==> src/rtl/cursor_mask_overlay_defines.svh <==
// ----------------------------------------------------------------------------
// cursor_mask_overlay_defines
// assertion macros shared by the cursor overlay rtl
// ----------------------------------------------------------------------------
`ifndef CURSOR_MASK_OVERLAY_DEFINES_SVH
`define CURSOR_MASK_OVERLAY_DEFINES_SVH

// same-cycle implication, checked out of reset
`define CMO_ASSERT_NOW(label, ante, cons, msg) \
	label: assert property (@(posedge clk) disable iff (!arst_n) (ante) |-> (cons)) \
		else $error(msg);

// next-cycle implication, checked out of reset
`define CMO_ASSERT_NEXT(label, ante, cons, msg) \
	label: assert property (@(posedge clk) disable iff (!arst_n) (ante) |=> (cons)) \
		else $error(msg);

`endif

==> src/rtl/cmo_pkg.sv <==
// ----------------------------------------------------------------------------
// cmo_pkg
// types, constants and codes for the cursor overlay
// ----------------------------------------------------------------------------
`timescale 1ns / 1ps
`default_nettype none

package cmo_pkg;

	localparam int SHAPE_WORDS = 16384;
	localparam int SHAPE_AW    = $clog2(SHAPE_WORDS);
	localparam int COORD_BITS  = 13;
	localparam int BADDR_W     = 21;

	localparam logic [12:0] COORD_MASK = 13'((1 << COORD_BITS) - 1);

	localparam logic [31:0] ALL_ONES   = 32'hFFFF_FFFF;
	localparam logic [31:0] ALPHA_MASK = 32'hFF00_0000;
	localparam logic [31:0] RGB_MASK   = 32'h00FF_FFFF;
	localparam logic [31:0] ZERO_WORD  = 32'h0000_0000;
	localparam logic [2:0]  MSB_BIT    = 3'd7;

	localparam logic [7:0] RST_WIDTH  = 8'd32;
	localparam logic [8:0] RST_HEIGHT = 9'd64;
	localparam logic [9:0] RST_PITCH  = 10'd4;

	typedef enum logic {
		OP_WRITE = 1'b0,
		OP_PIXEL = 1'b1
	} op_t;

	typedef enum logic [1:0] {
		MODE_OFF   = 2'd0,
		MODE_MONO  = 2'd1,
		MODE_COLOR = 2'd2
	} mode_t;

	typedef enum logic [2:0] {
		REG_CURSOR_X     = 3'd0,
		REG_CURSOR_Y     = 3'd1,
		REG_CURSOR_MODE  = 3'd2,
		REG_SHAPE_WIDTH  = 3'd3,
		REG_SHAPE_HEIGHT = 3'd4,
		REG_SHAPE_PITCH  = 3'd5
	} cfg_reg_t;

	typedef struct packed {
		logic        opcode;
		logic [13:0] shape_word_addr;
		logic [31:0] shape_word;
		logic [12:0] pixel_x;
		logic [12:0] pixel_y;
		logic [31:0] desktop_pixel;
	} item_t;

	typedef struct packed {
		logic [31:0] pixel_out;
		logic        in_cursor;
	} result_t;

	typedef struct packed {
		logic [13:0] cursor_x;
		logic [13:0] cursor_y;
		logic [1:0]  cursor_mode;
		logic [7:0]  shape_width;
		logic [8:0]  shape_height;
		logic [9:0]  shape_pitch;
	} cfg_t;

	typedef struct packed {
		logic       hit;
		logic       mono;
		logic [7:0] dx;
		logic [8:0] dy;
	} win_t;

	typedef struct packed {
		logic       hit;
		logic       mono;
		logic       oob_a;
		logic       oob_b;
		logic [1:0] lane_a;
		logic [1:0] lane_b;
		logic [2:0] bit_idx;
	} sel_t;

	typedef struct packed {
		logic [SHAPE_AW-1:0] word_a;
		logic [SHAPE_AW-1:0] word_b;
		sel_t                sel;
	} addr_t;

endpackage

`default_nettype wire

==> src/rtl/cmo_window.sv <==
// ----------------------------------------------------------------------------
// cmo_window
// cursor rectangle test and offsets of a pixel inside it
// ----------------------------------------------------------------------------
`timescale 1ns / 1ps
`default_nettype none

module cmo_window (
	input  wire logic [12:0]  pixel_x,
	input  wire logic [12:0]  pixel_y,
	input  wire cmo_pkg::cfg_t cfg,
	output cmo_pkg::win_t     win
);

	logic [12:0] xc;
	logic [12:0] yc;
	logic [14:0] sx;
	logic [14:0] sy;
	logic [8:0]  vis_h;
	logic        mono;
	logic        color;

	always_comb begin
		xc    = pixel_x & cmo_pkg::COORD_MASK;
		yc    = pixel_y & cmo_pkg::COORD_MASK;
		sx    = {2'b00, xc} - {cfg.cursor_x[13], cfg.cursor_x};
		sy    = {2'b00, yc} - {cfg.cursor_y[13], cfg.cursor_y};
		mono  = (cfg.cursor_mode == cmo_pkg::MODE_MONO);
		color = (cfg.cursor_mode == cmo_pkg::MODE_COLOR);
		vis_h = mono ? {1'b0, cfg.shape_height[8:1]} : cfg.shape_height;

		win.hit    = (mono || color) && !sx[14] && !sy[14] &&
			(sx[13:0] < {6'b0, cfg.shape_width}) &&
			(sy[13:0] < {5'b0, vis_h});
		win.mono   = mono;
		win.dx     = sx[7:0];
		win.dy     = sy[8:0];
	end

endmodule

`default_nettype wire

==> config.mk <==
export PLATFORM = sky130hd
export DESIGN_NAME = cmo_window
export DESIGN_NICKNAME = d
export VERILOG_FILES = /design/src/rtl/cursor_mask_overlay_defines.svh /design/src/rtl/cmo_pkg.sv /design/src/rtl/cmo_window.sv
export SDC_FILE = /design/constraint.sdc
export NUM_CORES = 1
export LEC_CHECK = 0
export BUFFER_PORTS_ARGS = -buffer_cell sky130_fd_sc_hd__buf_2
export CORE_ASPECT_RATIO = 0.8
export CORE_MARGIN = 5
export CORE_UTILIZATION = 43
export DETAILED_ROUTE_END_ITERATION = 16
export PLACE_DENSITY = 0.89
export SLEW_MARGIN = 20
export SYNTH_ARGS = -nofsm -noshare
export SYNTH_HDL_FRONTEND = slang
export SYNTH_SLANG_ARGS = --single-unit
==> constraint.sdc <==
create_clock -name vclk -period 2.7
set_input_delay 0 -clock vclk [all_inputs]
set_output_delay 0 -clock vclk [all_outputs]
set_load 0.05 [all_outputs]
==> out/metrics.csv <==
metric;value;unit
maximum vdd drop;0.203;mV
Synth Area in Simple Gates;18.5;%
WS Path Type;primary input to output pin;
antenna violations before repair;0;
most frequent cell after synthesis;inv_1;
Synth area leaders;ha_1, inv_1, a21oi_1, mux2i_1, xor2_1;
Die ar.;5700;um^2
CP max FO;2;
vias in the first global route;2210;
share of cells above drive strength 1;43.0;%
# hold bufs at CTS;0;
worst slew pin tran;389;ps
slowest stage delay, CP;370;ps
storage element area;0;um^2
wire per inst;12.3;um
Post-Synthesis Cells;256;
Post-Synth XOR/XNOR Area;7.13;%
top cell type's share of synthesized area;29.2;%
Slew Limit Headroom;74.0;%
fin nets;507;
DRC;0;
Max Cap Violations;0;
PD cells;319;nW/um^2
fin util;68.1;%
Tmin final;3000;ps
TritonRoute pass-1 iters;4;
DR vias;2175;
Total Wirelength;5350;um
Cell Chain, Critical Path;buf_2, inv_2, ha_4, inv_1, fa_2, a21oi_4, o2111ai_2, a21oi_2, o21bai_2, xor2_4, ha_4, nor3_2, nand3_1, nor3_2, nand4_1, nor4_1, nand4_1, nor4_4, buf_6;
Syn-to-layout area delta;53.5;%
failing checks;negative setup slack;
Synth Area in Compound Gates;27.3;%
Leakage;1.56;nW
Min-Delay Path Depth;4;
Placer Congestion;0.833;
gr usage total;18.8;%
final count of pins violating max slew;0;
synthesized cell area;1840;um^2
ANT nets after route;0;
CP required;2700;ps
final worst slack;-298;ps
chip height;68.5;um
Max Freq;0.334;GHz
outcome;finished, violations left;
core footprint;4150;um^2
row count;21;
Startpoint Class;primary input;
HPWL Detailed;4930;um
fraction of synthesized area in multiplexers;4.96;%
CP max-delay cell;fa_2;
post-synthesis cell type count;51;
vias per cell;5.01;
grt ovf;0;
Data arrival, critical path;3000;ps
sequential fraction of the synthesis area;0;%
Syn. warnings;0;
postcts setup bufs;0;
Synth Net Count;384;
largest area contributor in the netlist;ha_1;
Crit. End Element;output pin;
final std cells w/o fill;434;
ratio of final minimum period to clock period;111;%
Final Power;0.902;mW
Sum Neg Setup Slack;-298;ps
dpl cells;434;
final setup violation count;1;
Avg Synthesized Cell Area;7.19;um^2
post-synthesis adder-cell area fraction;31.4;%
Top Ports;102;
Worst Hold Path EP;win[9];
hold_sp;cfg[43];
Clock Buffer Count;0;
largest net degree at the start of global routing;11;
DRT iter0 DRCs;70;
RSZ-0062 raised after global routing;true;
seq_cells;0;
Port-buffer cells;92;
Inserted Diodes;0;
CP Launch Point;pixel_y[0];
die extent in x;83.2;um
most frequent cells after synthesis;inv_1, ha_1, a21oi_1;
combinational family with the most area after synthesis;adder cells;
Hold Path Class;primary input to output pin;
initial core utilization;44.4;%
global-route wire length before repair;9140;um
Final Hold Violating Endpoints;0;
Fillers;350;
worst max-delay path, delay by kind of cell:
family	cells	cell delay (ps)
AND/OR/NAND/NOR	7	1120
adder cells (fa/ha/maj)	3	680
XOR/XNOR	1	170
buffers and inverters	4	410
AO/OA/AOI/OAI	4	600
how the worst max path moves through the flow:
stage | slack, ps | cells after the start | endpoint
after floorplan | -510 | 16 | win[18]
after global placement | -320 | 19 | win[18]
after detailed placement | -490 | 19 | win[18]
after CTS | -320 | 19 | win[18]
after global routing | -460 | 19 | win[18]
final | -300 | 19 | win[18]
stage by stage:
stage	cell area, um^2	setup slack [ps]	hold slack (ps)
5_1_grt	2830	-463	492
6_report	2830	-298	454
3_3_place_gp	2780	-324	447
3_5_place_dp	2780	-490	459
4_1_cts	2810	-319	462
2_1_floorplan	2030	-508	234
per-layer routing:
metal,GRT usage (%),vias to the layer above,wire length (um)
met4,1.84,0,53
met3,1.78,4,274
met2,37.8,58,2660
met5,0,-,0
li1,-,1150,-
met1,22.8,963,2360
cell families (layout without fill, tap and decap cells):
kind of cell             Yosys count  in the layout
XOR/XNOR                          15             15
AO/OA/AOI/OAI                     72             72
buffers and inverters             50            171
multiplexers                       9              9
adder cells (fa/ha/maj)           45             45
AND/OR/NAND/NOR                   65             65
cell type report:
class	instances	area (um^2)	share of cell area [%]
tap	57	71.3	2.52
timing repair buffer	125	714	25.3
multi-input combinational	206	1870	66.1
inverter	46	173	6.11
what timing repair did:
action | in CTS | in global routing
endpoints found under the setup margin | 1 | 1
pin swaps | 0 | 3
gates resized for setup | 7 | 3
power by group:
part | leakage, nW | internal, mW | switching, mW | total [mW]
combinational | 1.56 | 0.372 | 0.531 | 0.902
clock | 0 | 0 | 0 | 0
sequential | 0 | 0 | 0 | 0
total | 1.56 | 0.372 | 0.531 | 0.902
cell usage in the layout (no fill, tap or decap), types with 2 or more instances in the layout:
cell      synthesis  final
buf_2             1     91
inv_1            46     45
ha_1             43     40
buf_4             2     33
a21oi_1          21     17
nor2_1           16     16
nand2_1          12     12
mux2i_1           8      8
o21ai_0           7      7
nor2b_1           6      6
nand3_1           6      6
a21o_1            6      6
nand2b_1          5      5
xor2_2            0      5
a31oi_1           6      5
o21a_1            4      4
xnor2_2           0      4
a21oi_2           1      4
nand4_1           4      4
xor2_4            0      3
nor4_1            3      3
ha_4              0      3
o21bai_2          0      2
o211a_1           2      2
a211oi_1          2      2
o21ai_1           2      2
xnor2_1           6      2
and2_1            2      2
a22oi_1           2      2
nor3_2            0      2
nand3b_1          2      2
o211ai_1          2      2
Note: power is estimated with default switching activity, not from simulation.
