### src/rtl/cursor_mask_overlay_defines.svh
// ----------------------------------------------------------------------------
// cursor_mask_overlay_defines
// assertion macros shared by the cursor overlay rtl
// ----------------------------------------------------------------------------
`ifndef CURSOR_MASK_OVERLAY_DEFINES_SVH
`define CURSOR_MASK_OVERLAY_DEFINES_SVH

// same-cycle implication, checked out of reset
`define CMO_ASSERT_NOW(label, ante, cons, msg) \
	label: assert property (@(posedge clk) disable iff (!arst_n) (ante) |-> (cons)) \
		else $error(msg);

// next-cycle implication, checked out of reset
`define CMO_ASSERT_NEXT(label, ante, cons, msg) \
	label: assert property (@(posedge clk) disable iff (!arst_n) (ante) |=> (cons)) \
		else $error(msg);

`endif

### src/rtl/cmo_pkg.sv
// ----------------------------------------------------------------------------
// cmo_pkg
// types, constants and codes for the cursor overlay
// ----------------------------------------------------------------------------
`timescale 1ns / 1ps
`default_nettype none

package cmo_pkg;

	localparam int SHAPE_WORDS = 16384;
	localparam int SHAPE_AW    = $clog2(SHAPE_WORDS);
	localparam int COORD_BITS  = 13;
	localparam int BADDR_W     = 21;

	localparam logic [12:0] COORD_MASK = 13'((1 << COORD_BITS) - 1);

	localparam logic [31:0] ALL_ONES   = 32'hFFFF_FFFF;
	localparam logic [31:0] ALPHA_MASK = 32'hFF00_0000;
	localparam logic [31:0] RGB_MASK   = 32'h00FF_FFFF;
	localparam logic [31:0] ZERO_WORD  = 32'h0000_0000;
	localparam logic [2:0]  MSB_BIT    = 3'd7;

	localparam logic [7:0] RST_WIDTH  = 8'd32;
	localparam logic [8:0] RST_HEIGHT = 9'd64;
	localparam logic [9:0] RST_PITCH  = 10'd4;

	typedef enum logic {
		OP_WRITE = 1'b0,
		OP_PIXEL = 1'b1
	} op_t;

	typedef enum logic [1:0] {
		MODE_OFF   = 2'd0,
		MODE_MONO  = 2'd1,
		MODE_COLOR = 2'd2
	} mode_t;

	typedef enum logic [2:0] {
		REG_CURSOR_X     = 3'd0,
		REG_CURSOR_Y     = 3'd1,
		REG_CURSOR_MODE  = 3'd2,
		REG_SHAPE_WIDTH  = 3'd3,
		REG_SHAPE_HEIGHT = 3'd4,
		REG_SHAPE_PITCH  = 3'd5
	} cfg_reg_t;

	typedef struct packed {
		logic        opcode;
		logic [13:0] shape_word_addr;
		logic [31:0] shape_word;
		logic [12:0] pixel_x;
		logic [12:0] pixel_y;
		logic [31:0] desktop_pixel;
	} item_t;

	typedef struct packed {
		logic [31:0] pixel_out;
		logic        in_cursor;
	} result_t;

	typedef struct packed {
		logic [13:0] cursor_x;
		logic [13:0] cursor_y;
		logic [1:0]  cursor_mode;
		logic [7:0]  shape_width;
		logic [8:0]  shape_height;
		logic [9:0]  shape_pitch;
	} cfg_t;

	typedef struct packed {
		logic       hit;
		logic       mono;
		logic [7:0] dx;
		logic [8:0] dy;
	} win_t;

	typedef struct packed {
		logic       hit;
		logic       mono;
		logic       oob_a;
		logic       oob_b;
		logic [1:0] lane_a;
		logic [1:0] lane_b;
		logic [2:0] bit_idx;
	} sel_t;

	typedef struct packed {
		logic [SHAPE_AW-1:0] word_a;
		logic [SHAPE_AW-1:0] word_b;
		sel_t                sel;
	} addr_t;

endpackage

`default_nettype wire

### src/rtl/cmo_compose.sv
// ----------------------------------------------------------------------------
// cmo_compose
// and/xor mask or masked colour merge of one desktop pixel
// ----------------------------------------------------------------------------
`timescale 1ns / 1ps
`default_nettype none

module cmo_compose (
	input  wire cmo_pkg::sel_t sel,
	input  wire logic [31:0]   pixel,
	input  wire logic [31:0]   rdata_a,
	input  wire logic [31:0]   rdata_b,
	output logic      [31:0]   pixel_out
);

	logic [7:0]  byte_a;
	logic [7:0]  byte_b;
	logic        and_bit;
	logic        xor_bit;
	logic [31:0] and32;
	logic [31:0] xor32;
	logic [31:0] shape;

	always_comb begin
		byte_a  = 8'(rdata_a >> {sel.lane_a, 3'b000});
		byte_b  = 8'(rdata_b >> {sel.lane_b, 3'b000});
		and_bit = !sel.oob_a && byte_a[cmo_pkg::MSB_BIT - sel.bit_idx];
		xor_bit = !sel.oob_b && byte_b[cmo_pkg::MSB_BIT - sel.bit_idx];
		and32   = and_bit ? cmo_pkg::ALL_ONES : cmo_pkg::ALPHA_MASK;
		xor32   = xor_bit ? cmo_pkg::RGB_MASK : cmo_pkg::ZERO_WORD;
		shape   = sel.oob_a ? cmo_pkg::ZERO_WORD : rdata_a;

		if (!sel.hit) begin
			pixel_out = pixel;
		end else if (sel.mono) begin
			pixel_out = (pixel & and32) ^ xor32;
		end else if ((shape & cmo_pkg::ALPHA_MASK) != cmo_pkg::ZERO_WORD) begin
			pixel_out = (pixel ^ shape) | cmo_pkg::ALPHA_MASK;
		end else begin
			pixel_out = shape;
		end
	end

endmodule

`default_nettype wire

### config.mk
export PLATFORM = sky130hd
export DESIGN_NAME = cmo_compose
export DESIGN_NICKNAME = d
export VERILOG_FILES = /design/src/rtl/cursor_mask_overlay_defines.svh /design/src/rtl/cmo_pkg.sv /design/src/rtl/cmo_compose.sv
export SDC_FILE = /design/constraint.sdc
export NUM_CORES = 1
export LEC_CHECK = 0
export BUFFER_PORTS_ARGS = -buffer_cell sky130_fd_sc_hd__clkbuf_2
export CAP_MARGIN = 25
export CORE_UTILIZATION = 30
export DETAILED_ROUTE_END_ITERATION = 7
export PLACE_DENSITY = 0.6
export SLEW_MARGIN = 20
export SYNTH_ARGS = -nofsm -noshare
export SYNTH_HDL_FRONTEND = slang
export SYNTH_SLANG_ARGS = --single-unit
### constraint.sdc
create_clock -name vclk -period 5.2
set_input_delay 0.26 -clock vclk [all_inputs]
set_output_delay 0.26 -clock vclk [all_outputs]
set_load 0.01 [all_outputs]
==> results.tsv, run 1 <==
metric	value	unit
globalRouteOverflowTotal	0	
synth_top_area_cell	mux4_2	
critPathMaxFanout	25	
synth_warnings	0	
seq_area_frac_synth	0	
worstSetupPathType	input port to primary output	
areaGrowthSynthToFinish	31.2	%
crit_end	pixel_out[3]	
final_common_cell	clkbuf_2	
critPathMaxStageDelay	670	ps
total_power	0.274	mW
grt_pass1_wl	12.3	mm
drtIter0Drc	147	
rsz0062_at_grt	no	
dp_hpwl	5.90	mm
die_h	85.0	µm
relSlewSlack	0.463	
instances_no_fill	431	
drv_cap	0	
start_util	0.318	
ctsHoldBuffers	0	
dp_cells	430	
groute.usage.overall	0.209	
ios	139	
wl_met2	3.82	mm
pwr_density_cell	101	nW/µm²
drive_above_1_share	0.458	
hold_slack	817	ps
vias	2690	
synthTopCellsByArea	mux4_2 13%, a311o_1 12%, a311oi_1 10%	
fmax	0.320	GHz
avgSynthCellArea	8.41	µm²
final.setup.tns	0	ps
antenna_found_initial	0	
cts_setup_buffers	0	
leakagePower	1.10	nW
gp_congestion	0.854	
setup_viol	0	
final.period_utilization	0.601	
min_path_type	input port to primary output	
synth_top_area_frac	0.131	
first_pass_iters	6	
met3_wirelength	404	µm
critical_path.slowest_cell	a21boi_4	
hold_depth	4	
drv_slew	0	
synthesis.area	2070	µm²
syn-num-nets	353	
seq_cell_count	0	
nets	463	
wl_per_cell	18.2	µm
top_layer	met4	
rows	29	
cp.required	4940	ps
fp.coreArea	6490	µm²
die_area	7230	µm²
die-width	85.0	µm
peakVddDrop	0.0390	mV
crit_top_cell	clkbuf_2	
status	finished, final reports clean	
ctsResizeCount	0	
crit_arrival	2870	ps
drt-met1-wl	3.54	mm
regArea	0	µm²
grt_pass1_vias	2527	
synthDistinctLibCells	31	
diodes	0	
clock_buffer_count	0	
ant_nets	0	
path_cells	clkbuf_2 -> mux4_2 -> mux2i_1 -> a22oi_1 -> a21boi_4 -> and3_4 -> a311o_1 -> clkbuf_2	
worst_setup_path_end_kind	primary output	
wirelength	7.84	mm
cp-startpoint	sel[0]	
min_period	3130	ps
grt_max_degree	58	
drcViolationCount	0	
worstSetupStartpointType	input port	
hold_path.startpoint	pixel[27]	
io_buffers	139	
tightest_slew	804	ps
via_per_inst	6.24	
netlist_instances	246	
final-hold-violation-count	0	
-- metal layers --
layer	vias up	track usage
met5	-	0
met4	0	0.0262
met3	6	0.00584
met2	113	0.389
met1	1271	0.276
li1	1300	-
-- worst min path at each step --
stage          slack (ps)       endpoint
3_3_place_gp          820  pixel_out[31]
6_report              820  pixel_out[27]
4_1_cts               820  pixel_out[27]
3_5_place_dp          820  pixel_out[27]
5_1_grt               830  pixel_out[27]
2_1_floorplan         660  pixel_out[24]
-- metrics by stage --
stage          utilization  instance area, µm²  setup WS (ps)
3_5_place_dp         0.415                2690           2130
6_report             0.418                2710           2070
2_1_floorplan            -                2070           2920
5_1_grt              0.418                2710           1980
3_3_place_gp         0.406                2640           1900
4_1_cts              0.415                2690           2100
-- critical path: cells and delay by family --
| family | cells | cell delay [ps] |
|---|---|---|
| compound gates | 3 | 1110 |
| buf+inv | 2 | 410 |
| mux | 2 | 520 |
| simple gates | 1 | 550 |
-- layout make-up --
| cell class | instances | area [µm²] |
|---|---|---|
| timing repair buffer | 144 | 773 |
| fill | 683 | 3780 |
| multi-input combinational | 208 | 1840 |
| tap | 77 | 96.3 |
| inverter | 2 | 7.51 |
-- logic make-up (layout without fill, tap and decap cells) --
family,Yosys count,count (layout),synth area share
buffers and inverters,38,146,0.123
muxes,25,25,0.215
AOI/OAI and AO/OA,134,134,0.522
and+or+nand+nor,49,49,0.139
-- cell usage after synthesis --
cell and number:
a22oi_1 2, nand3_2 1, mux4_2 12, clkbuf_1 12, buf_4 3, nor4_1 2, a211oi_1 24, o2bb2ai_1 24
a21oi_1 3, nand4_1 2, nand2_1 10, mux2i_1 10, mux2i_4 1, nand3b_1 2, nor2_1 2, buf_2 8
buf_8 3, nand2b_1 24, o21ai_0 8, a31oi_1 24, a311o_1 24, a21boi_4 1, and2_1 1, a311oi_1 24
and3_4 1, inv_1 2, and2b_1 2, buf_6 3, nand3_1 2, mux4_1 2, dlygate4sd1_1 7
-- report_power, final --
group	switching [mW]	leakage (nW)	internal [mW]
Combinational	0.148	1.10	0.126
Clock	0	0	0
Sequential	0	0	0
Note: power is estimated with default switching activity, not from simulation.
==> inputs of run 2 (changes only) <==
ABC_AREA = 1   (was unset)
PLACE_DENSITY = 0.55   (was 0.6)
clock period = 3.2 ns   (was 5.2 ns; I/O delays follow)
==> run 2 against run 1 <==
Effect of this change:
- final cell count rose by 74%
- synthesized area rose by 36%
- wire length rose by 31%
- first-iteration DRC count rose by 59%
- critical path type unchanged
- largest power group unchanged
==> results.tsv, run 2 <==
metric	value	unit	change
dp_hpwl	7.98	mm	+35%
final.period_utilization	0.771		
cts_setup_buffers	0		unchanged
ant_nets	0		unchanged
via_per_inst	5.13		-18%
setup_viol	0		unchanged
synthTopCellsByArea	nand2_1 26%, nand3_1 12%, xor2_1 7.5%		
synthDistinctLibCells	25		-19%
critical_path.slowest_cell	nand3_4		
die_h	98.7	µm	+16%
synth_top_area_cell	nand2_1		
wl_per_cell	13.7	µm	-25%
grt_max_degree	39		-33%
synthTopCellsByCount	195 x nand2_1, 68 x nand3_1, 40 x nor2_1		
fmax	0.405	GHz	
fin_ws	731	ps	-1340 ps
synthesis.area	2810	µm²	+36%
final_common_cell	nand2_1		
synth.most_common_cell	nand2_1		
avgSynthCellArea	5.19	µm²	-38%
die-width	98.7	µm	+16%
rows	34		+17%
seq_cell_count	0		unchanged
grt_pass1_wl	17.5	mm	+42%
pwr_density_cell	162	nW/µm²	+60%
peakVddDrop	0.0489	mV	+25%
ios	139		unchanged
min_path_type	input port to primary output		
leakagePower	1.87	nW	+70%
drtIter0Drc	234		+59%
final.setup.tns	0	ps	unchanged
start_util	0.316		-0.00265
globalRouteOverflowTotal	0		unchanged
regArea	0	µm²	unchanged
clock_buffer_count	0		unchanged
rsz0062_at_grt	no		
hold_end	pixel_out[30]		
grt_pass1_vias	3766		+49%
vias	3860		+43%
groute.usage.overall	0.213		+0.00354
drcViolationCount	0		unchanged
fp.coreArea	8890	µm²	+37%
areaGrowthSynthToFinish	21.8	%	
first_pass_iters	4		-2
nets	753		+63%
cp.required	3040	ps	-1900 ps
syn-num-nets	648		+84%
wirelength	10.3	mm	+31%
worstSetupPathType	input port to primary output		
tightest_slew	911	ps	+106 ps
min_period	2470	ps	
status	finished, final reports clean		
dp_cells	752		+75%
crit_top_cell	nand2_1		
pre_cts_ws	744	ps	-1380 ps
seq_area_frac_synth	0		unchanged
worstSetupStartpointType	input port		
netlist_instances	541		+120%
final_cell_mix	195 x nand2_1, 139 x clkbuf_2, 68 x nand3_1		
diodes	0		unchanged
die_area	9750	µm²	+35%
critPathMaxFanout	25		unchanged
relSlewSlack	0.391		-0.0719
worst_setup_path_end_kind	primary output		
instances_no_fill	752		+74%
drive_above_1_share	0.306		-0.152
hold_depth	4		unchanged
cp-startpoint	sel[5]		
synth_top_area_frac	0.261		+0.130
hold_path.startpoint	pixel[30]		
final-hold-violation-count	0		unchanged
fin_area	3420	µm²	+26%
critPathMaxStageDelay	470	ps	-200 ps
ctsResizeCount	0		unchanged
cp_top_family	simple AND/OR/NAND/NOR gates		
place_area	3420	µm²	+27%
nFillCells	1033		+51%
path_cells	clkbuf_2 -> inv_4 -> nand2_1 -> nand3_1 -> nand3_1 -> nand2_1 -> nand2_1 -> nand3_4 -> nand3_4 -> nor2_1 -> nand2_1 -> nand3_1 -> a21oi_1 -> clkbuf_2		
drv_slew	0		unchanged
antenna_found_initial	0		unchanged
synth_warnings	0		unchanged
path_buf_inv	3		+1
multi_input_area	2410	µm²	+31%
crit_arrival	2310	ps	-560 ps
gp_congestion	0.886		+3.8%
ctsHoldBuffers	0		unchanged
drv_cap	0		unchanged
io_buffers	139		unchanged
run 2: cell types whose count changed in the layout (fill, tap and decap cells not counted), moves of 24 or more:
cell       delta
a31oi_1      -24
a211oi_1     -24
a311o_1      -24
a21oi_1      +36
inv_1        +28
nand2b_1     -24
a311oi_1     -24
o2bb2ai_1    -24
nor2_1       +38
xor2_1       +24
nand2_1     +185
nand3_1      +66
run 2: cell type report:
cell class	count	share of cell area
Inverter	35	0.0399
Multi-Input combinational cell	464	0.704
Tap cell	108	0.0395
Timing Repair Buffer	145	0.217
run 2: cell families after synthesis:
| kind of cell | share of synthesized area |
|---|---|
| XOR/XNOR | 0.0749 |
| AO/OA/AOI/OAI | 0.159 |
| buffers and inverters | 0.142 |
| AND/OR/NAND/NOR | 0.624 |
run 2: per-stage QoR:
step | utilization | hold WS, ps | total power [mW]
2_1_floorplan | - | 455 | 0.385
3_3_place_gp | 0.385 | 643 | 0.552
3_5_place_dp | 0.385 | 639 | 0.555
4_1_cts | 0.385 | 641 | 0.557
5_1_grt | 0.385 | 673 | 0.622
6_report | 0.385 | 639 | 0.554
run 2: layer usage:
layer	share of wire	global-route usage	up-vias	wire length, µm
li1	-	-	1976	-
met1	0.46	0.284	1749	4790
met2	0.48	0.393	132	4940
met3	0.052	0.00922	3	537
met4	0.0033	0.0138	0	34
met5	0	0	-	0
run 2: worst max-delay path by stage:
stage / to / slack, ps / cells after the start
4_1_cts: pixel_out[1] / 740 / 14
2_1_floorplan: pixel_out[10] / 1580 / 14
6_report: pixel_out[1] / 730 / 14
3_5_place_dp: pixel_out[1] / 740 / 14
3_3_place_gp: pixel_out[2] / 750 / 14
5_1_grt: pixel_out[1] / 430 / 14
run 2: report_power, final:
group | leakage [nW] | switching [mW] | total [mW] | internal, mW
registers | 0 | 0 | 0 | 0
clock network | 0 | 0 | 0 | 0
logic | 1.87 | 0.344 | 0.554 | 0.210
