## src/rtl/cursor_mask_overlay_defines.svh

```systemverilog
// ----------------------------------------------------------------------------
// cursor_mask_overlay_defines
// assertion macros shared by the cursor overlay rtl
// ----------------------------------------------------------------------------
`ifndef CURSOR_MASK_OVERLAY_DEFINES_SVH
`define CURSOR_MASK_OVERLAY_DEFINES_SVH

// same-cycle implication, checked out of reset
`define CMO_ASSERT_NOW(label, ante, cons, msg) \
	label: assert property (@(posedge clk) disable iff (!arst_n) (ante) |-> (cons)) \
		else $error(msg);

// next-cycle implication, checked out of reset
`define CMO_ASSERT_NEXT(label, ante, cons, msg) \
	label: assert property (@(posedge clk) disable iff (!arst_n) (ante) |=> (cons)) \
		else $error(msg);

`endif

```

## src/rtl/cmo_pkg.sv

```systemverilog
// ----------------------------------------------------------------------------
// cmo_pkg
// types, constants and codes for the cursor overlay
// ----------------------------------------------------------------------------
`timescale 1ns / 1ps
`default_nettype none

package cmo_pkg;

	localparam int SHAPE_WORDS = 16384;
	localparam int SHAPE_AW    = $clog2(SHAPE_WORDS);
	localparam int COORD_BITS  = 13;
	localparam int BADDR_W     = 21;

	localparam logic [12:0] COORD_MASK = 13'((1 << COORD_BITS) - 1);

	localparam logic [31:0] ALL_ONES   = 32'hFFFF_FFFF;
	localparam logic [31:0] ALPHA_MASK = 32'hFF00_0000;
	localparam logic [31:0] RGB_MASK   = 32'h00FF_FFFF;
	localparam logic [31:0] ZERO_WORD  = 32'h0000_0000;
	localparam logic [2:0]  MSB_BIT    = 3'd7;

	localparam logic [7:0] RST_WIDTH  = 8'd32;
	localparam logic [8:0] RST_HEIGHT = 9'd64;
	localparam logic [9:0] RST_PITCH  = 10'd4;

	typedef enum logic {
		OP_WRITE = 1'b0,
		OP_PIXEL = 1'b1
	} op_t;

	typedef enum logic [1:0] {
		MODE_OFF   = 2'd0,
		MODE_MONO  = 2'd1,
		MODE_COLOR = 2'd2
	} mode_t;

	typedef enum logic [2:0] {
		REG_CURSOR_X     = 3'd0,
		REG_CURSOR_Y     = 3'd1,
		REG_CURSOR_MODE  = 3'd2,
		REG_SHAPE_WIDTH  = 3'd3,
		REG_SHAPE_HEIGHT = 3'd4,
		REG_SHAPE_PITCH  = 3'd5
	} cfg_reg_t;

	typedef struct packed {
		logic        opcode;
		logic [13:0] shape_word_addr;
		logic [31:0] shape_word;
		logic [12:0] pixel_x;
		logic [12:0] pixel_y;
		logic [31:0] desktop_pixel;
	} item_t;

	typedef struct packed {
		logic [31:0] pixel_out;
		logic        in_cursor;
	} result_t;

	typedef struct packed {
		logic [13:0] cursor_x;
		logic [13:0] cursor_y;
		logic [1:0]  cursor_mode;
		logic [7:0]  shape_width;
		logic [8:0]  shape_height;
		logic [9:0]  shape_pitch;
	} cfg_t;

	typedef struct packed {
		logic       hit;
		logic       mono;
		logic [7:0] dx;
		logic [8:0] dy;
	} win_t;

	typedef struct packed {
		logic       hit;
		logic       mono;
		logic       oob_a;
		logic       oob_b;
		logic [1:0] lane_a;
		logic [1:0] lane_b;
		logic [2:0] bit_idx;
	} sel_t;

	typedef struct packed {
		logic [SHAPE_AW-1:0] word_a;
		logic [SHAPE_AW-1:0] word_b;
		sel_t                sel;
	} addr_t;

endpackage

`default_nettype wire

```

## src/rtl/cmo_addr.sv

```systemverilog
// ----------------------------------------------------------------------------
// cmo_addr
// shape store addresses for the and/xor planes or the colour word
// ----------------------------------------------------------------------------
`timescale 1ns / 1ps
`default_nettype none

module cmo_addr (
	input  wire cmo_pkg::win_t  win,
	input  wire logic [8:0]     shape_height,
	input  wire logic [9:0]     shape_pitch,
	output cmo_pkg::addr_t      addr
);

	logic [9:0]                  mul_in;
	logic [9:0]                  dy_xor;
	logic [7:0]                  base_a;
	logic [cmo_pkg::BADDR_W-1:0] sum_a;
	logic [cmo_pkg::BADDR_W-1:0] sum_b;
	logic [cmo_pkg::BADDR_W-1:0] wa;
	logic [cmo_pkg::BADDR_W-1:0] wb;

	always_comb begin
		mul_in = win.mono ? shape_pitch : {2'b00, shape_pitch[9:2]};
		base_a = win.mono ? {3'b000, win.dx[7:3]} : win.dx;
		dy_xor = {1'b0, win.dy} + {2'b00, shape_height[8:1]};

		sum_a = cmo_pkg::BADDR_W'(mul_in) * cmo_pkg::BADDR_W'(win.dy)
			+ cmo_pkg::BADDR_W'(base_a);
		sum_b = cmo_pkg::BADDR_W'(shape_pitch) * cmo_pkg::BADDR_W'(dy_xor)
			+ cmo_pkg::BADDR_W'(win.dx[7:3]);

		wa = win.mono ? (sum_a >> 2) : sum_a;
		wb = sum_b >> 2;

		addr.word_a       = wa[cmo_pkg::SHAPE_AW-1:0];
		addr.word_b       = wb[cmo_pkg::SHAPE_AW-1:0];
		addr.sel.hit      = win.hit;
		addr.sel.mono     = win.mono;
		addr.sel.oob_a    = (wa >= cmo_pkg::BADDR_W'(cmo_pkg::SHAPE_WORDS));
		addr.sel.oob_b    = (wb >= cmo_pkg::BADDR_W'(cmo_pkg::SHAPE_WORDS));
		addr.sel.lane_a   = sum_a[1:0];
		addr.sel.lane_b   = sum_b[1:0];
		addr.sel.bit_idx  = win.dx[2:0];
	end

endmodule

`default_nettype wire

```

## config.mk

```make
export PLATFORM = sky130hd
export DESIGN_NAME = cmo_addr
export DESIGN_NICKNAME = d
export VERILOG_FILES = /design/src/rtl/cursor_mask_overlay_defines.svh /design/src/rtl/cmo_pkg.sv /design/src/rtl/cmo_addr.sv
export SDC_FILE = /design/constraint.sdc
export NUM_CORES = 1
export LEC_CHECK = 0
export ABC_AREA = 0
export BUFFER_PORTS_ARGS = -buffer_cell sky130_fd_sc_hd__buf_2
export CAP_MARGIN = 20
export CORE_MARGIN = 2
export CORE_UTILIZATION = 60
export DETAILED_ROUTE_END_ITERATION = 6
export GPL_TIMING_DRIVEN = 0
export PLACE_DENSITY = 0.81
export SYNTH_ARGS = -nofsm -noshare
export SYNTH_HDL_FRONTEND = slang
export SYNTH_SLANG_ARGS = --single-unit
export TNS_END_PERCENT = 20
```

## constraint.sdc

```tcl
create_clock -name vclk -period 6.83
set_input_delay 0.3415 -clock vclk [all_inputs]
set_output_delay 0.3415 -clock vclk [all_outputs]
set_load 0.02 [all_outputs]
```

==> results of run 1 <==
what timing repair did:
action                                  CTS  global route
hold buffers                              0             0
pin swaps                                 8             8
endpoints found under the setup margin    6             5
gates resized for setup                  14            17
buffers inserted                          4             3
layout make-up:
| cell class | instances | share of cell area, % |
|---|---|---|
| Multi-Input combinational cell | 713 | 83.4 |
| Inverter | 166 | 7.32 |
| Timing Repair Buffer | 81 | 4.97 |
| Tap cell | 172 | 2.53 |
| Buffer | 33 | 1.76 |
final timing paths:
| check | startpoint | endpoint | cells past startpoint |
|---|---|---|---|
| worst max-delay path | win[0] | addr[7] | 29 |
| worst min-delay path | win[17] | addr[9] | 2 |
cells by family after synthesis:
kind of cell	count (synthesis)
AOI/OAI and AO/OA	125
xor gates and xnor gates	36
adders and majority gates	264
buffers and inverters	199
muxes	20
and+or+nand+nor	268
stage by stage:
| step | setup TNS [ns] | util (%) | setup slack [ns] |
|---|---|---|---|
| after floorplan | 0 | - | 0.311 |
| after global placement | -1.16 | 66.1 | -0.454 |
| after detailed placement | -1.56 | 66.1 | -0.530 |
| after CTS | 0 | 66.8 | 0.0291 |
| after global routing | -0.118 | 67.4 | -0.118 |
| final | 0 | 67.4 | 0.103 |
cell usage in the layout (no fill, tap or decap), types with 14 or more instances in the layout:
cell type                  synthesis  final
sky130_fd_sc_hd__fa_1            131    129
sky130_fd_sc_hd__and2_1           82     82
sky130_fd_sc_hd__buf_2             0     75
sky130_fd_sc_hd__o21ai_0          21     19
sky130_fd_sc_hd__nor2_1           18     16
sky130_fd_sc_hd__nand2_1         108    108
sky130_fd_sc_hd__a21oi_1          35     30
sky130_fd_sc_hd__inv_1           166    166
sky130_fd_sc_hd__a21o_1           17     17
sky130_fd_sc_hd__clkbuf_1         23     19
sky130_fd_sc_hd__xnor2_1          24     20
sky130_fd_sc_hd__ha_1            133    130
sky130_fd_sc_hd__and3_1           14     14
sky130_fd_sc_hd__mux2_2           15     15
metal layers:
layer  wire (um)  part of all wire, %  up-vias  GRT usage (%)
met3        1090                  6.4       42           1.94
met5           0                    0        -              0
met2        8220                   48      240           44.4
met1        7230                   42     3187           34.1
li1            -                    -     3073              -
met4         530                  3.1        0           6.02
==> implementation parameters, run 1 <==
Parameter                              Value

Finish
  Combined area of the multi-input logic cells    7100 um2
  Post-route standard cell area excluding fillers    8510 um2
  Layout net count    1297
  Fin cells    1165
  Diodes inserted    0
  Growth of design area from synthesis to finish    9.76%
  Footprint of the flip-flops and latches    0 um2
  Count of filler cells inserted in the layout    1085
  Share of layout cells above drive strength 1    ~13%
  Sequential cell count    0
  Number of clock buffer instances in the layout    0

Setup path
  Startpoint types    input port
  Arrival time worst endpoint    6.39 ns
  CP Class    input port to primary output
  CP delay by family, top    adder cells
  Critical path buffer and inverter count    5
  Required time of the critical path    ~6.5 ns
  Critical path endpoint category    primary output
  Cell with the largest stage delay on the worst path    sky130_fd_sc_hd__fa_1
  Most common cell type on the critical path    sky130_fd_sc_hd__fa_1
  Maximum fanout along the worst path    4
  Crit path largest cell delay    0.50 ns

Placed design
  Post-Place Cells    1158
  Total half-perimeter wirelength after legalization and detailed placement    between 10000 and 15000 um
  PortBufs    74
  Gp weighted congestion    0.881
  Area after detailed placement    between 8000 and 9000 um2

Synth
  Dominant combinational cell family by area after synthesis    adder cells
  Simple-gate portion of the synthesized area    17.3%
  Post-synthesis instance area    between 7000 and 8000 um2
  Number of nets in the synthesized netlist    1214
  Most repeated cell in the gate-level netlist after synthesis    sky130_fd_sc_hd__inv_1
  Warning count from the yosys run    0
  Share of synthesized area spent on multiplexers    2.82%
  Post-synthesis share of cell area spent on xor and xnor gates    around 4.1%
  Mean post-synth cell area    8.50 um2
  Synth area leader    sky130_fd_sc_hd__fa_1
  Seq/Total Area, Yosys    0%
  Top-area cell type share of the netlist area    33.8%
  Number of distinct library cells after synthesis    49
  Most frequent cells after synthesis    sky130_fd_sc_hd__inv_1 (166), sky130_fd_sc_hd__ha_1 (133), sky130_fd_sc_hd__fa_1 (131)
  Post-Synth Adder-Cell Area    a little under three fifths
  Post-synthesis cell count    around 910
  Cell types with the largest area share after synthesis    sky130_fd_sc_hd__fa_1 (34%), sky130_fd_sc_hd__ha_1 (21%), sky130_fd_sc_hd__inv_1 (8.0%)
  Post-synthesis compound-gate area fraction    10.6%

Timing
  Post-route fraction of the period consumed by the critical path    98.5%
  Worst slew margin    between 30 and 40%
  RSZ-0062 raised after global routing    true
  Worst Max-Slew Pin Slew    0.993 ns
  Worst hold slack    0.902 ns
  Number of pins with negative max-slew slack in the final report    0
  Final Hold Violating Endpoints    0
  Minimum clock period after layout    6.73 ns
  Highest clock frequency the design can meet    149 MHz
  Number of failing setup endpoints in the final timing report    0

Route
  Number of design-rule violations left by the first detailed-router iteration    311
  First-pass DRT Iterations    7
  Detail-routed via count per cell    5.62
  DRC violations left    0
  Average wire per standard cell    14.7 um
  Final ANT Viol Nets    0
  Detailed Route WL    about 17000 um
  Detailed-route via count    6542

Global routing
  Congestion Overflow GR    0
  Pin count of the biggest net entering global routing    12
  Global-route wire length before repair    29800 um
  Number of global-route vias before repair    around 6700
  Initial antenna violation count    0
  Total global routing track utilization    25.3%

Floorplanning
  Die extent in x    118 um
  Die Height    118 um
  Initial cell density of the core    between 60% and 70%
  Number of rows in the core area    41
  Floorplan Core Area    12600 um2
  Die Area    13800 um2
  Total I/O pin count    77

Job
  Max_cap viols    0

Status
  Outcome    finished, final reports clean

Worst hold path
  Hold WC Path Type    input port to primary output
Power of run 1 is not shown: default switching activity piles up to over one toggle a cycle in this logic, so the estimate is an artifact.
==> run 2, diff against run 1 <==
Settings changed: BUFFER_PORTS_ARGS -buffer_cell sky130_fd_sc_hd__buf_2 to not set, DONT_BUFFER_PORTS set to 1, PLACE_DENSITY 0.81 to 0.76.
==> implementation parameters, run 2 (same netlist as run 1, synthesis figures left out) <==
Parameter                              Value

Finish
  Growth of design area from synthesis to finish    4.07%
  Count of filler cells inserted in the layout    1129 (+4.1%)
  Layout net count    1218 (-6.1%)
  Post-route standard cell area excluding fillers    8070 um2 (-5.2%)
  Sequential cell count    0 (unchanged)
  Footprint of the flip-flops and latches    0 um2 (unchanged)
  Diodes inserted    0 (unchanged)
  Commonest cells after routing, fill and taps aside    sky130_fd_sc_hd__inv_1 (166), sky130_fd_sc_hd__ha_1 (133), sky130_fd_sc_hd__fa_1 (131)
  Most common cell after layout, fill and taps aside    sky130_fd_sc_hd__inv_1
  Number of clock buffer instances in the layout    0 (unchanged)
  Share of layout cells above drive strength 1    5.03% (-8.4 points)

Global routing
  Initial antenna violation count    0 (unchanged)
  Global-route wire length before repair    28900 um (-3.1%)
  Total global routing track utilization    24.6% (-0.74 points)
  Pin count of the biggest net entering global routing    12 (unchanged)
  Congestion Overflow GR    0 (unchanged)
  Number of global-route vias before repair    6373 (-4.9%)

Job
  Max_cap viols    0 (unchanged)

Route
  Detail-routed via count per cell    5.62 (about the same)
  First-pass DRT Iterations    5 (-2)
  Number of design-rule violations left by the first detailed-router iteration    308 (-0.96%)
  DRC violations left    0 (unchanged)
  Detailed-route via count    6098 (-6.8%)
  Final ANT Viol Nets    0 (unchanged)
  Detailed Route WL    16400 um (-4.2%)
  Average wire per standard cell    15.1 um (+2.8%)

Timing
  Setup TNS    0 ns (unchanged)
  Worst Max-Slew Pin Slew    0.959 ns (-0.0334 ns)
  Worst slew margin    35.6% (+2.2 points)
  Number of pins with negative max-slew slack in the final report    0 (unchanged)
  Minimum clock period after layout    6.77 ns (+0.0460 ns)
  Worst hold slack    0.797 ns (-0.105 ns)
  Final WS setup    0.0572 ns (-0.0460 ns)
  RSZ-0062 raised after global routing    true
  Post-route fraction of the period consumed by the critical path    99.2% (+0.67 points)
  Number of failing setup endpoints in the final timing report    0 (unchanged)
  Final Hold Violating Endpoints    0 (unchanged)
  Highest clock frequency the design can meet    148 MHz (-0.68%)

Worst hold path
  Startpoint of the tightest hold check path    win[10]
  Hold WC Path Type    input port to primary output
  Cell depth of the worst hold path    1 (-1)

Setup path
  Arrival time worst endpoint    6.43 ns (+0.04 ns)
  Startpoint types    input port
  Maximum fanout along the worst path    4 (unchanged)
  CP Class    input port to primary output
  Required time of the critical path    6.49 ns (about the same)
  Worst setup path start    win[0]
  Critical path endpoint category    primary output

Placed design
  Gp weighted congestion    0.854 (-3.0%)
  PortBufs    0 (-100%)
  Area after detailed placement    7970 um2 (-4.4%)
  Worst setup slack after placement    -0.524 ns (+0.00652 ns)
  Total half-perimeter wirelength after legalization and detailed placement    13700 um (-3.8%)

Floorplanning
  Die extent in x    118 um (unchanged)
  Die Height    118 um (unchanged)
  Number of rows in the core area    41 (unchanged)
  Total I/O pin count    77 (unchanged)
  Floorplan Core Area    12600 um2 (unchanged)
  Die Area    13800 um2 (unchanged)
  Initial cell density of the core    61.4% (unchanged)

Status
  Outcome    finished, final reports clean

Clock tree
  Number of hold buffers added after cts    0 (unchanged)
## run 2: metrics by stage
step / std cells / util [%]
floorplan: 912 / -
global placement: 1084 / 63.1
detailed placement: 1084 / 63.1
CTS: 1086 / 63.7
global route: 1086 / 63.9
finish: 1086 / 63.9
## run 2: timing repair
action,4_1_cts,5_1_grt
buffers inserted,2,0
pin swaps,2,0
resized for setup,12,9
endpoints found under the setup margin,10,8
## run 2: routing by layer
| metal | track usage (%) | up-vias | part of all wire (%) | routed length [um] |
|---|---|---|---|---|
| met5 | 0 | - | 0 | 0 |
| met3 | 2.37 | 14 | 6.1 | 999 |
| met2 | 43.1 | 185 | 47 | 7770 |
| li1 | - | 2921 | - | - |
| met1 | 34.0 | 2978 | 45 | 7350 |
| met4 | 3.24 | 0 | 1.5 | 241 |
## run 2: final timing paths
kind | slack (ns) | end
worst min-delay path | 0.80 | addr[1]
worst max-delay path | 0.06 | addr[7]
## run 2: final cells by class
| class | count | area, um2 | area share [%] |
|---|---|---|---|
| Multi-Input combinational cell | 713 | 7070 | 87.6 |
| Buffer | 33 | 150 | 1.86 |
| Tap cell | 172 | 215 | 2.67 |
| Inverter | 166 | 623 | 7.72 |
| Timing Repair Buffer | 2 | 15.0 | 0.186 |
## run 2: critical path: stages
cell	delay, ns
sky130_fd_sc_hd__ha_1	0.21
sky130_fd_sc_hd__fa_1	0.41
sky130_fd_sc_hd__a21o_1	0.18
sky130_fd_sc_hd__a21oi_2	0.17
sky130_fd_sc_hd__o21bai_1	0.10
sky130_fd_sc_hd__a21oi_2	0.22
sky130_fd_sc_hd__o21bai_1	0.11
sky130_fd_sc_hd__a21oi_2	0.19
sky130_fd_sc_hd__xnor2_2	0.18
sky130_fd_sc_hd__nand2_1	0.12
sky130_fd_sc_hd__fa_1	0.51
sky130_fd_sc_hd__fa_1	0.50
sky130_fd_sc_hd__inv_1	0.05
sky130_fd_sc_hd__fa_1	0.45
sky130_fd_sc_hd__fa_1	0.50
sky130_fd_sc_hd__inv_1	0.05
sky130_fd_sc_hd__fa_1	0.47
sky130_fd_sc_hd__inv_1	0.04
sky130_fd_sc_hd__ha_1	0.33
sky130_fd_sc_hd__o21a_1	0.14
sky130_fd_sc_hd__o21ai_1	0.07
sky130_fd_sc_hd__a41oi_2	0.24
sky130_fd_sc_hd__o2111ai_2	0.17
sky130_fd_sc_hd__a31oi_1	0.24
sky130_fd_sc_hd__o21ai_1	0.12
sky130_fd_sc_hd__xor2_1	0.16
sky130_fd_sc_hd__nand3_2	0.17
Power of run 2 is left out for the same reason.
==> run 3, diff against run 2 <==
Settings changed: CORE_ASPECT_RATIO set to 1.5, GPL_ROUTABILITY_DRIVEN set to 0, PLACE_DENSITY 0.76 to not set, PLACE_DENSITY_LB_ADDON set to 0.25.
==> implementation parameters, run 3 (same netlist as run 1, synthesis figures left out) <==
Parameter                              Value

Timing
  Number of pins with negative max-slew slack in the final report    0 (unchanged)
  Final Hold Violating Endpoints    0 (unchanged)
  Setup TNS    0 ns (unchanged)
  Number of failing setup endpoints in the final timing report    0 (unchanged)
  Highest clock frequency the design can meet    151 MHz (+2.0%)
  Worst hold slack    0.797 ns (-0.000700 ns)
  RSZ-0062 raised after global routing    true
  Worst slew margin    42.6% (+7.0 points)
  Minimum clock period after layout    6.64 ns (-0.131 ns)
  Post-route fraction of the period consumed by the critical path    97.2% (-1.9 points)
  Worst Max-Slew Pin Slew    0.855 ns (-0.104 ns)

Global routing
  Congestion Overflow GR    0 (unchanged)
  Global-route wire length before repair    30000 um (+3.8%)
  Initial antenna violation count    0 (unchanged)
  Pin count of the biggest net entering global routing    12 (unchanged)
  Total global routing track utilization    25.7% (+1.2 points)
  Number of global-route vias before repair    6595 (+3.5%)

Job
  Max_cap viols    0 (unchanged)

Floorplanning
  Initial cell density of the core    61.7% (+0.22 points)
  Floorplan Core Area    12600 um2 (-0.36%)
  Die extent in x    96.8 um (-18%)
  Die Height    143 um (+22%)
  Total I/O pin count    77 (unchanged)
  Number of rows in the core area    50 (+22%)
  Die Area    13900 um2 (+0.13%)

Route
  DRC violations left    0 (unchanged)
  Detailed Route WL    17300 um (+5.8%)
  Detailed-route via count    6129 (+0.51%)
  Detail-routed via count per cell    5.72 (+1.8%)
  Number of design-rule violations left by the first detailed-router iteration    192 (-38%)
  Average wire per standard cell    16.1 um (+7.1%)
  Final ANT Viol Nets    0 (unchanged)
  First-pass DRT Iterations    4 (-1)

Placed design
  Total half-perimeter wirelength after legalization and detailed placement    15100 um (+11%)
  Area after detailed placement    7950 um2 (-0.25%)
  PortBufs    0 (unchanged)

Finish
  Layout net count    1220 (+0.16%)
  Sequential cell count    0 (unchanged)
  Number of clock buffer instances in the layout    0 (unchanged)
  Growth of design area from synthesis to finish    4.87%
  Footprint of the flip-flops and latches    0 um2 (unchanged)
  Share of layout cells above drive strength 1    6.22% (+1.2 points)
  Core utilization of the finished layout    64.7% (+0.73 points)
  Post-route standard cell area excluding fillers    8130 um2 (+0.78%)
  Diodes inserted    0 (unchanged)
  Most common cell after layout, fill and taps aside    sky130_fd_sc_hd__inv_1
  Commonest cells after routing, fill and taps aside    sky130_fd_sc_hd__inv_1 (165), sky130_fd_sc_hd__fa_1 (130), sky130_fd_sc_hd__ha_1 (130)

Setup path
  CP Class    input port to primary output
  Maximum fanout along the worst path    7 (+3)
  Startpoint types    input port
  Arrival time worst endpoint    6.30 ns (-0.13 ns)
  Critical path endpoint category    primary output
  Required time of the critical path    6.49 ns (about the same)

Worst hold path
  Hold WC Path Type    input port to primary output

Status
  Outcome    finished, final reports clean
## run 3: cell count changes in the layout (fill, tap and decap cells not counted), sizes merged
cell / change
buf: +3
clkbuf: -1
## run 3: final cells by class
type,count,area [um2]
fill,1098,4440
multi-input combinational,713,7130
timing repair buffer,4,30.0
buffer,33,149
tap,156,195
inverter,166,623
## run 3: metrics by stage
step                std cells  worst slack, ns
finish                   1072            0.188
global route             1072          -0.0924
CTS                      1069          0.00817
detailed placement       1068           -0.440
global placement         1068           -0.385
floorplan                 912            0.311
## run 3: path summary, 6_finish.rpt
path	from	endpoint	slack [ns]	cells past startpoint
worst max-delay path	win[0]	addr[7]	0.19	27
worst min-delay path	win[18]	addr[10]	0.80	1
## run 3: repair_timing
action                                  in CTS  in global routing
pin swaps                                    5                 14
hold buffers                                 0                  0
resized for setup                           12                 20
setup buffers                                1                  3
endpoints found under the setup margin       7                  5
## run 3: routing by layer
metal / part of all wire (%) / vias to the layer above / GRT usage (%)
li1: - / 2919 / -
met1: 39 / 3045 / 30.0
met2: 55 / 129 / 51.0
met3: 3.7 / 36 / 2.40
met4: 2.0 / 0 / 5.19
met5: 0 / - / 0
## run 3: worst max-delay path, stage by stage
cell	delay (ns)
sky130_fd_sc_hd__ha_4	0.15
sky130_fd_sc_hd__fa_2	0.35
sky130_fd_sc_hd__a21o_1	0.17
sky130_fd_sc_hd__a21oi_2	0.16
sky130_fd_sc_hd__o21bai_1	0.10
sky130_fd_sc_hd__a21oi_2	0.20
sky130_fd_sc_hd__o21bai_1	0.12
sky130_fd_sc_hd__a21oi_2	0.24
sky130_fd_sc_hd__xnor2_4	0.19
sky130_fd_sc_hd__nand2_2	0.09
sky130_fd_sc_hd__fa_1	0.46
sky130_fd_sc_hd__fa_1	0.49
sky130_fd_sc_hd__inv_1	0.05
sky130_fd_sc_hd__fa_1	0.45
sky130_fd_sc_hd__fa_1	0.49
sky130_fd_sc_hd__inv_1	0.06
sky130_fd_sc_hd__fa_1	0.50
sky130_fd_sc_hd__inv_2	0.05
sky130_fd_sc_hd__ha_4	0.26
sky130_fd_sc_hd__o21a_1	0.11
sky130_fd_sc_hd__o21ai_1	0.07
sky130_fd_sc_hd__a41oi_2	0.27
sky130_fd_sc_hd__o2111ai_2	0.19
sky130_fd_sc_hd__a31oi_2	0.25
sky130_fd_sc_hd__o21ai_2	0.11
sky130_fd_sc_hd__xor2_1	0.22
sky130_fd_sc_hd__nand3_2	0.17
Power of run 3 is left out for the same reason.
